## src/slm_pkg.sv

```systemverilog
// slm_pkg: shared constants, command codes and control/status types for the
// sorted list merge block. No dependencies.
`default_nettype none

package slm_pkg;

    localparam int WORD_W         = 32;
    localparam int FUNC_W         = 2;
    localparam int LIST_DEPTH_DEF = 16;

    localparam logic [FUNC_W-1:0] FUNC_PUSH_FIRST  = 2'd0;
    localparam logic [FUNC_W-1:0] FUNC_PUSH_SECOND = 2'd1;
    localparam logic [FUNC_W-1:0] FUNC_MERGE       = 2'd2;

    // Commands from the controller to the datapath.
    typedef struct packed {
        logic push_first;
        logic push_second;
        logic emit_empty;
        logic step;
    } slm_cmd_t;

    // Status from the datapath to the controller.
    typedef struct packed {
        logic total_zero;
        logic last_take;
    } slm_status_t;

endpackage

`default_nettype wire

```

## src/slm_ram.sv

```systemverilog
// slm_ram: generic single-write, single-read RAM with registered read data.
// No dependencies.
`default_nettype none

module slm_ram #(
    parameter int WIDTH = 32,
    parameter int DEPTH = 16,
    localparam int ADDR_W = (DEPTH > 1) ? $clog2(DEPTH) : 1
) (
    input  wire logic              clk,
    input  wire logic              we,
    input  wire logic [ADDR_W-1:0] waddr,
    input  wire logic [WIDTH-1:0]  wdata,
    input  wire logic [ADDR_W-1:0] raddr,
    output logic      [WIDTH-1:0]  rdata
);

    logic [WIDTH-1:0] mem [DEPTH];

    always_ff @(posedge clk)
    begin
        if (we)
        begin
            mem[waddr] <= wdata;
        end
        rdata <= mem[raddr];
    end

endmodule

`default_nettype wire

```

## src/slm_ctrl.sv

```systemverilog
// slm_ctrl: command decode and merge sequencer for the sorted list merge.
// Depends on slm_pkg.
`default_nettype none

module slm_ctrl
    import slm_pkg::*;
(
    input  wire logic              clk,
    input  wire logic              rst_n,
    input  wire logic              start,
    input  wire logic [FUNC_W-1:0] func,
    input  wire slm_status_t       status,
    output logic                   busy,
    output slm_cmd_t               cmd
);

    localparam logic [1:0] ST_IDLE = 2'd0;
    localparam logic [1:0] ST_EMIT = 2'd1;
    localparam logic [1:0] ST_WAIT = 2'd2;

    logic [1:0] state_reg;
    logic [1:0] state_next;

    always_comb
    begin
        state_next = state_reg;
        cmd        = '0;
        case (state_reg)
            ST_IDLE:
            begin
                if (start)
                begin
                    case (func)
                        FUNC_PUSH_FIRST:  cmd.push_first  = 1'b1;
                        FUNC_PUSH_SECOND: cmd.push_second = 1'b1;
                        FUNC_MERGE:
                        begin
                            if (status.total_zero)
                            begin
                                cmd.emit_empty = 1'b1;
                            end
                            else
                            begin
                                state_next = ST_EMIT;
                            end
                        end
                        default: ;
                    endcase
                end
            end
            ST_EMIT:
            begin
                cmd.step   = 1'b1;
                state_next = status.last_take ? ST_IDLE : ST_WAIT;
            end
            ST_WAIT:
            begin
                // Let the RAMs fetch the advanced head.
                state_next = ST_EMIT;
            end
            default:
            begin
                state_next = ST_IDLE;
            end
        endcase
    end

    always_ff @(posedge clk or negedge rst_n)
    begin
        if (!rst_n)
        begin
            state_reg <= ST_IDLE;
        end
        else
        begin
            state_reg <= state_next;
        end
    end

    assign busy = (state_reg != ST_IDLE);

endmodule

`default_nettype wire

```

## src/slm_dp.sv

```systemverilog
// slm_dp: list stores, fill counts, merge heads, compare and result registers.
// Depends on slm_pkg and slm_ram.
`default_nettype none

module slm_dp
    import slm_pkg::*;
#(
    parameter int LIST_DEPTH = LIST_DEPTH_DEF
) (
    input  wire logic                     clk,
    input  wire logic                     rst_n,
    input  wire slm_cmd_t                 cmd,
    input  wire logic signed [WORD_W-1:0] value,
    output slm_status_t                   status,
    output logic                          strobe,
    output logic signed [WORD_W-1:0]      merged_value,
    output logic                          last,
    output logic                          empty_res,
    output logic                          overflow
);

    localparam int ADDR_W = (LIST_DEPTH > 1) ? $clog2(LIST_DEPTH) : 1;
    localparam int CNT_W  = $clog2(LIST_DEPTH + 1);
    localparam logic [CNT_W-1:0] FULL = CNT_W'(LIST_DEPTH);
    localparam logic [CNT_W-1:0] ONE  = CNT_W'(1);

    logic [CNT_W-1:0] cnt1_reg, cnt1_next;
    logic [CNT_W-1:0] cnt2_reg, cnt2_next;
    logic [CNT_W-1:0] idx1_reg, idx1_next;
    logic [CNT_W-1:0] idx2_reg, idx2_next;
    logic             dropped_reg, dropped_next;
    logic             strobe_reg, strobe_next;

    logic signed [WORD_W-1:0] value_reg, value_next;
    logic                     last_reg, last_next;
    logic                     empty_reg, empty_next;
    logic                     ovf_reg, ovf_next;

    logic [WORD_W-1:0] head1;
    logic [WORD_W-1:0] head2;
    logic              we1;
    logic              we2;
    logic              has1;
    logic              has2;
    logic              take_first;
    logic              last_take;

    assign we1 = cmd.push_first  && (cnt1_reg != FULL);
    assign we2 = cmd.push_second && (cnt2_reg != FULL);

    slm_ram #(
        .WIDTH (WORD_W),
        .DEPTH (LIST_DEPTH)
    ) u_first_ram (
        .clk   (clk),
        .we    (we1),
        .waddr (cnt1_reg[ADDR_W-1:0]),
        .wdata (value),
        .raddr (idx1_reg[ADDR_W-1:0]),
        .rdata (head1)
    );

    slm_ram #(
        .WIDTH (WORD_W),
        .DEPTH (LIST_DEPTH)
    ) u_second_ram (
        .clk   (clk),
        .we    (we2),
        .waddr (cnt2_reg[ADDR_W-1:0]),
        .wdata (value),
        .raddr (idx2_reg[ADDR_W-1:0]),
        .rdata (head2)
    );

    assign has1 = (idx1_reg < cnt1_reg);
    assign has2 = (idx2_reg < cnt2_reg);

    // Ties go to the first list.
    assign take_first = (has1 && has2) ? ($signed(head1) <= $signed(head2)) : has1;
    assign last_take  = take_first
                        ? ((idx1_reg + ONE == cnt1_reg) && (idx2_reg == cnt2_reg))
                        : ((idx1_reg == cnt1_reg) && (idx2_reg + ONE == cnt2_reg));

    assign status.total_zero = (cnt1_reg == '0) && (cnt2_reg == '0);
    assign status.last_take  = last_take;

    always_comb
    begin
        cnt1_next    = cnt1_reg;
        cnt2_next    = cnt2_reg;
        idx1_next    = idx1_reg;
        idx2_next    = idx2_reg;
        dropped_next = dropped_reg;
        strobe_next  = 1'b0;
        value_next   = value_reg;
        last_next    = last_reg;
        empty_next   = empty_reg;
        ovf_next     = ovf_reg;

        if (cmd.push_first)
        begin
            if (we1)
            begin
                cnt1_next = cnt1_reg + ONE;
            end
            else
            begin
                dropped_next = 1'b1;
            end
        end

        if (cmd.push_second)
        begin
            if (we2)
            begin
                cnt2_next = cnt2_reg + ONE;
            end
            else
            begin
                dropped_next = 1'b1;
            end
        end

        if (cmd.emit_empty)
        begin
            strobe_next  = 1'b1;
            value_next   = '0;
            last_next    = 1'b1;
            empty_next   = 1'b1;
            ovf_next     = dropped_reg;
            dropped_next = 1'b0;
        end

        if (cmd.step)
        begin
            strobe_next = 1'b1;
            value_next  = take_first ? $signed(head1) : $signed(head2);
            last_next   = last_take;
            empty_next  = 1'b0;
            ovf_next    = dropped_reg;
            if (take_first)
            begin
                idx1_next = idx1_reg + ONE;
            end
            else
            begin
                idx2_next = idx2_reg + ONE;
            end
            if (last_take)
            begin
                // Drop both lists and the sticky flag.
                cnt1_next    = '0;
                cnt2_next    = '0;
                idx1_next    = '0;
                idx2_next    = '0;
                dropped_next = 1'b0;
            end
        end
    end

    always_ff @(posedge clk or negedge rst_n)
    begin
        if (!rst_n)
        begin
            cnt1_reg    <= '0;
            cnt2_reg    <= '0;
            idx1_reg    <= '0;
            idx2_reg    <= '0;
            dropped_reg <= 1'b0;
            strobe_reg  <= 1'b0;
        end
        else
        begin
            cnt1_reg    <= cnt1_next;
            cnt2_reg    <= cnt2_next;
            idx1_reg    <= idx1_next;
            idx2_reg    <= idx2_next;
            dropped_reg <= dropped_next;
            strobe_reg  <= strobe_next;
        end
    end

    always_ff @(posedge clk)
    begin
        value_reg <= value_next;
        last_reg  <= last_next;
        empty_reg <= empty_next;
        ovf_reg   <= ovf_next;
    end

    assign strobe       = strobe_reg;
    assign merged_value = value_reg;
    assign last         = last_reg;
    assign empty_res    = empty_reg;
    assign overflow     = ovf_reg;

endmodule

`default_nettype wire

```

## src/sorted_list_merge.sv

```systemverilog
// sorted_list_merge: two-way merge of two sorted lists of signed words.
// Push commands produce no item; busy stays low. The receiver cannot stall
// results. Merge of N > 0 stored words: busy until the last item; each item
// leaves the emit state via the result registers; after each but the last, the
// RAMs read the advanced head in a wait state. Merge of two empty lists: one
// empty-marked item on the next cycle. Reset (rst_n, async) empties both lists
// and clears the sticky overflow flag at once; result data and RAMs stay.
`default_nettype none

module sorted_list_merge
    import slm_pkg::*;
#(
    parameter int LIST_DEPTH = LIST_DEPTH_DEF
) (
    input  wire logic                     clk,
    input  wire logic                     rst_n,
    // Command channel: an item is taken when start is high and busy is low.
    input  wire logic                     start,
    output logic                          busy,
    input  wire logic [FUNC_W-1:0]        func,
    input  wire logic signed [WORD_W-1:0] value,
    // Result channel: each item is valid for the one cycle strobe is high.
    output logic                          strobe,
    output logic signed [WORD_W-1:0]      merged_value,
    output logic                          last,
    output logic                          empty_res,
    output logic                          overflow
);

    slm_cmd_t    cmd;
    slm_status_t status;

    // The controller decodes commands and paces the merge walk: each step
    // alternates an emit state (compare heads, issue an item, advance one
    // index) with a wait state while the RAMs fetch the new head.
    slm_ctrl u_ctrl (
        .clk    (clk),
        .rst_n  (rst_n),
        .start  (start),
        .func   (func),
        .status (status),
        .busy   (busy),
        .cmd    (cmd)
    );

    // The datapath holds both list RAMs, their fill counts, the read heads,
    // the sticky overflow flag and the registered result item.
    slm_dp #(
        .LIST_DEPTH (LIST_DEPTH)
    ) u_dp (
        .clk          (clk),
        .rst_n        (rst_n),
        .cmd          (cmd),
        .value        (value),
        .status       (status),
        .strobe       (strobe),
        .merged_value (merged_value),
        .last         (last),
        .empty_res    (empty_res),
        .overflow     (overflow)
    );

endmodule

`default_nettype wire
```

## config.mk

```make
export PLATFORM = sky130hd
export DESIGN_NAME = sorted_list_merge
export DESIGN_NICKNAME = d
export VERILOG_FILES = /design/src/slm_pkg.sv /design/src/slm_ram.sv /design/src/slm_ctrl.sv /design/src/slm_dp.sv /design/src/sorted_list_merge.sv
export SDC_FILE = /design/constraint.sdc
export NUM_CORES = 1
export LEC_CHECK = 0
export ABC_AREA = 0
export BUFFER_PORTS_ARGS = -buffer_cell sky130_fd_sc_hd__buf_2
export CAP_MARGIN = 15
export CORE_MARGIN = 4
export CORE_UTILIZATION = 45
export DETAILED_ROUTE_END_ITERATION = 7
export GPL_TIMING_DRIVEN = 0
export PLACE_DENSITY = 0.62
export SETUP_SLACK_MARGIN = 0.05
export SLEW_MARGIN = 25
export SYNTH_ARGS = -nofsm -noshare
export SYNTH_HDL_FRONTEND = slang
export SYNTH_SLANG_ARGS = --single-unit
```

## constraint.sdc

```tcl
create_clock -name clk -period 6.1 [get_ports clk]
set_clock_uncertainty 0.2 [all_clocks]
set_input_delay 0.305 -clock clk [delete_from_list [all_inputs] [get_ports clk]]
set_output_delay 0.305 -clock clk [all_outputs]
set_load 0.05 [all_outputs]
```

---- Yosys cells after proc, flatten, opt, wreduce, memory -nomap -nowiden ----
Memories as Yosys holds them, arrays and structs flattened. A register that Yosys moved wholly into a read port is not among the register bits.
Index checks and enable logic that the tools add are counted.
cells by class
  magnitude comparators ................... 3
  equality and inequality tests ........... 14
  reductions and logical operators ........ 16
  shifts and indexed selects .............. 0
  bitwise operators ....................... 0
  add/sub/neg operators ................... 4
  multiplexer cells ....................... 46
  multiply operators ...................... 0
  div/mod/pow operators ................... 0
operators with widths
  cell                                                  count
  2-to-1 mux 32 bit                                     3
  2-to-1 mux 5 bit                                      12
  <= comparator 32 bit                                  1
  2-to-1 mux 1 bit                                      24
  adder 5 x 1 -> 5 bit (second input constant)          4
  equality test 5 bit                                   4
  zero test 5 bit                                       2
  less-than comparator 5 bit                            2
  != test 5 bit (second input constant)                 2
  2-to-1 mux 2 bit                                      4
  != test 2 bit (second input constant)                 4
  logical AND 1 bit                                     6
  2-to-1 mux 3 bit                                      2
  one-hot mux 2 bit (3 select lines)                    1
  nonzero test 2 bit                                    3
  equality test 2 x 1 -> 1 bit (second input constant)  2
  equality test 2 bit (second input constant)           2
  zero test 2 bit                                       2
  AND reduction 2 bit                                   2
  AND reduction 3 bit                                   1
word-level totals
  memory bits (writable) .................. 1024
  register bits after elaboration ......... 59
  output and inout bits ................... 37
  memories ................................ 2
  bits in latches ......................... 0
  ROM bits ................................ 0
memory list
  name                   words  bits a word  read ports  clocked after memory_dff  write ports  RTL line       text
  u_dp.u_first_ram.mem   16     32           1           1                         1            slm_ram.sv:18  logic [WIDTH-1:0] mem [DEPTH];
  u_dp.u_second_ram.mem  16     32           1           1                         1            slm_ram.sv:18

---- Longest topological paths before layout ----
  word-level depth ........................ 14
  mapped depth ............................ 15
  gate-level depth less buffers ........... 10

---- By module ----
Synthesis repeated with hierarchy kept, for this count alone.
second synthesis, totals
  cell total of the unflattened synthesis .. 2089
  area, all modules ....................... 43897.1 um^2
by module, submodules not included
  module    instances  area each (um^2)  seq. area each (um^2)  cells an instance
  slm_ram   2          19854.0           16015.4                838
  slm_dp    1          4056.4            1591.5                 400
  slm_ctrl  1          132.6             50.0                   13

---- Worst setup path after synthesis ----
Ideal clock, no wire load.
  path kind ............................... reg2reg
  start point ............................. register u_ctrl.state_reg[1]
  end point ............................... memory u_dp.u_second_ram.mem[3][0] (enable)
  arrival time ............................ 4064 ps
  clock period less this slack ............ 4725 ps
  path slack .............................. 1375 ps
  library setup time ...................... 461 ps
  stages on the path, launching flop included .. 7
  path buffers ............................ 0
  cell sequence ........................... dfrtp_1 or2_1 nor3b_1 nand2_1 a21oi_1 nand2_1 nor3_1
on the way
  longest elaborated chain between the ends .. 5
RTL lines
  what                                    RTL line        text
  start, declared                         slm_ctrl.sv:21  logic [1:0] state_reg;
  start signal, assigned                  slm_ctrl.sv:76  state_reg <= state_next;
  zero test 2 bit                         slm_ctrl.sv:28  case (state_reg)
  2-to-1 mux 3 bit                        slm_ctrl.sv:28
  logical AND 1 bit                       slm_dp.sv:49    assign we2 = cmd.push_second && (cnt2_reg != FULL);
  2-to-1 mux 1 bit                        slm_ram.sv:22   if (we)
  2-to-1 mux 1 bit (implied by the code)  slm_ram.sv:24   mem[waddr] <= wdata;
  end, declared                           slm_ram.sv:18
No other way between the ends.

---- Worst setup path after layout ----
  start point ............................. register u_dp.idx2_reg[0]
  end point ............................... register u_dp.value_reg[19], in the netlist u_dp.merged_value[19] (data pin)
on the way
  longest elaborated chain between the ends .. 5
RTL lines
  what                        RTL line       text
  start, declared             slm_dp.sv:30   logic [CNT_W-1:0] idx2_reg, idx2_next;
  start signal, assigned      slm_dp.sv:177  idx2_reg <= idx2_next;
  less-than comparator 5 bit  slm_dp.sv:76   assign has2 = (idx2_reg < cnt2_reg);
  logical AND 1 bit           slm_dp.sv:79   assign take_first = (has1 && has2) ? ($signed(head1) <= $signed(head2)) : has1;
  2-to-1 mux 1 bit            slm_dp.sv:79
  2-to-1 mux 32 bit           slm_dp.sv:137  value_next = take_first ? $signed(head1) : $signed(head2);
  2-to-1 mux 32 bit           slm_dp.sv:134  if (cmd.step)
  end signal, assigned        slm_dp.sv:185  value_reg <= value_next;
  end, declared               slm_dp.sv:34   logic signed [WORD_W-1:0] value_reg, value_next;
No other way between the ends.
A chain may end at the register's enable or synchronous reset.

==> results.ini <==
[sta]
min_period_ns = 4.79
max_slew_margin = 0.362
hold_viol_final = 0
fmax_mhz = 209
setup_viol = 0
slew_viol_final = 0
min_period_over_period = 0.786
worst_pin_slew_ns = 0.957
rsz0062_at_grt = false

[global_route]
grt_pass1_vias = 21300
grt_usage = 0.198
met1_usage = 0.291
grt_max_degree = 33
use_met2 = 0.310
use_met3 = 0.0376
grt_overflow = 0
busiest_layer = met2
grt_first_pass_wirelength_um = 147000
grt_antenna_before_repair = 3

[synth]
synth_top_flop_cell = edfxtp_1
ys_warn_count = 0
syn_area_per_cell_sq_um = 22.5
synth_edf_count = 1058
synthArstFlopShare = 0.0209
ys_ff_latch = 1147
ys_types = 51
netlist_instances = 1943
ys_seq_area_frac = 0.769
syn_nets = 2032
synth_area_sq_um = 43800
synth.most_common_cell = edfxtp_1
synth_area_leader_cell = edfxtp_1
ys_top_cells_by_count = edfxtp_1, mux4_2, nor2_1, dfxtp_1, ha_1
synth_area_leaders = edfxtp_1, mux4_2, dfxtp_1, ha_1, dfrtp_1
yosysTopAreaCellShare = 0.726

[floorplan]
core_area_sq_um = 96600
num_rows = 114
ios = 74
dieArea_sq_um = 102000
initial_core_util = 0.453
fp.dieW_um = 320
die_h_um = 320

[detailed_routing]
via_count = 20900
via_per_inst = 5.77
route.detailed.drc = 0
wl_um = 101000
drt-initial-drc-count = 2365
wire_per_inst_um = 27.7
ant_nets = 0
dr.pass1.iters = 5

[pwr]
p_leak_nw = 16.7
power.density_nw_per_um2 = 435
vdd_drop_max_v = 0.000376

[cells_and_area]
num_antenna_cells = 0
final_nets = 2344
stdcell_count = 3632
final_cell_area_sq_um = 51400
multi_input_area_sq_um = 9780
fill_cells = 7279
fin_util = 0.533
layout-drive-gt1-share = 0.301
register_area_sq_um = 33700
syn2layout_area_growth_pct = 17.5
reg_top3 = u_dp.u_first_ram.mem x512, u_dp.u_second_ram.mem x512

[worst_setup_path]
slowest_stage = clkbuf_2
cp_max_fo = 10
start_kind = flip-flop
cp_data_required_time_ns = 6.29
max_stage_delay_ns = 0.54
endpoint_kind = flip-flop
r2r_slack_ns = 1.31
critPathBufInv = 6
path_class = flip-flop to flip-flop
crit_top_cell = clkbuf_1
worstPathCellList = clkbuf_1 -> clkbuf_1 -> clkbuf_2 -> inv_1 -> ha_1 -> nor2b_1 -> nor3_1 -> o31ai_1 -> a21oi_1 -> a311oi_1 -> and3_1 -> buf_6 -> buf_4 -> mux2i_1 -> nor2_1
cp_top_family = buffers and inverters
arrival_ns = 4.98

[run]
drv_cap = 0

[clock_network]
cts_tree = built
clk_pin_slew_ns = 0.06
htreeDepth = 3
cts_buffers = 114
clock_sinks = 1147
clock_latency_ns = 0.68
root_buffer = clkbuf_16
clockBufferDepth = 3

[placed_design]
place_inst = 3373
placed_area_sq_um = 47300
hpwl_um = 67400
routabilityCongestion = 0.869
io_buffers = 73

[outcome]
outcome = complete, no violations

[min_path]
hold_path_class = flip-flop to flip-flop

logic make-up (layout without fill, tap and decap cells):
family / count (synthesis) / after routing / share of synthesized area
AO/OA/AOI/OAI: 55 / 55 / 0.00815
XOR/XNOR: 16 / 16 / 0.00320
adder cells (fa/ha/maj): 52 / 52 / 0.0149
buffers and inverters: 138 / 551 / 0.0124
flip-flops: 1147 / 1147 / 0.769
multiplexers: 356 / 356 / 0.173
AND/OR/NAND/NOR: 179 / 179 / 0.0193
power breakdown:
part / switching [mW] / total [mW] / internal, mW
sequential: 0.348 / 9.47 / 9.13
clock: 2.85 / 6.80 / 3.95
combinational: 3.39 / 6.12 / 2.73
layout by cell type (no fill, tap or decap), drive strengths merged, types with 3 or more instances in the layout:
cell type,count
a21o,3
nand4,13
mux2i,35
clkinv,36
o21a,4
nand2,31
xnor2,14
ha,52
nor2b,5
dfrtp,24
dlygate4sd3,41
and3,6
dfxtp,65
o21ai,10
nand3,14
nor3,14
a221o,3
nor2,80
o31ai,3
edfxtp,1058
buf,189
nor4,3
clkbuf,220
mux4,320
inv,56
bufinv,7
a21oi,20
metal layers:
| layer | vias up | share of wire |
|---|---|---|
| li1 | 8762 | - |
| met1 | 11200 | 0.43 |
| met2 | 840 | 0.47 |
| met3 | 138 | 0.075 |
| met4 | 0 | 0.023 |
| met5 | - | 0 |
worst reg2reg max path: stages, from the launching register on:
cell and delay, ns:
dfrtp_1 0.36, clkbuf_1 0.32, clkbuf_1 0.51, clkbuf_2 0.54, inv_1 0.10, ha_1 0.22, nor2b_1 0.13, nor3_1 0.07
o31ai_1 0.36, a21oi_1 0.12, a311oi_1 0.37, and3_1 0.23, buf_6 0.16, buf_4 0.26, mux2i_1 0.12, nor2_1 0.45
through the flow:
step | power, mW | setup TNS (ns) | hold slack [ns] | setup WS, ns
after floorplan | 13.7 | 0 | -0.191 | 1.38
after CTS | 22.6 | 0 | 0.278 | 1.04
after detailed placement | 15.7 | 0 | 0.145 | 1.14
final | 22.4 | 0 | 0.277 | 1.31
after global routing | 23.3 | 0 | 0.293 | 0.946
after global placement | 15.5 | -361.31 | 0.140 | -1.63
what timing repair did:
item,4_1_cts,5_1_grt
setup buffers,0,0
endpoints found under the hold margin,1024,0
hold buffers,42,0
gates resized for setup,0,0
layout make-up:
| cell class | count | area share |
|---|---|---|
| clock buffer | 166 | 0.0626 |
| sequential | 1147 | 0.655 |
| tap | 1276 | 0.0310 |
| timing repair buffer | 196 | 0.0413 |
| inverter | 50 | 0.00365 |
| multi-input combinational | 658 | 0.190 |
| buffer | 88 | 0.00752 |
| clock inverter | 51 | 0.00893 |
path summary, 6_finish.rpt:
kind,from,endpoint,cells past startpoint
min in group asynchronous,rst_n,u_dp.cnt2_reg[0],4
max in group asynchronous,rst_n,u_dp.idx2_reg[3],4
setup / recovery,u_dp.idx2_reg[0],u_dp.merged_value[19],15
setup reg to reg,u_dp.idx2_reg[0],u_dp.merged_value[19],15
hold / removal,u_dp.dropped_reg,u_dp.overflow,0
hold reg to reg,u_dp.dropped_reg,u_dp.overflow,0
No activity file was read; power rests on OpenSTA's default activity.
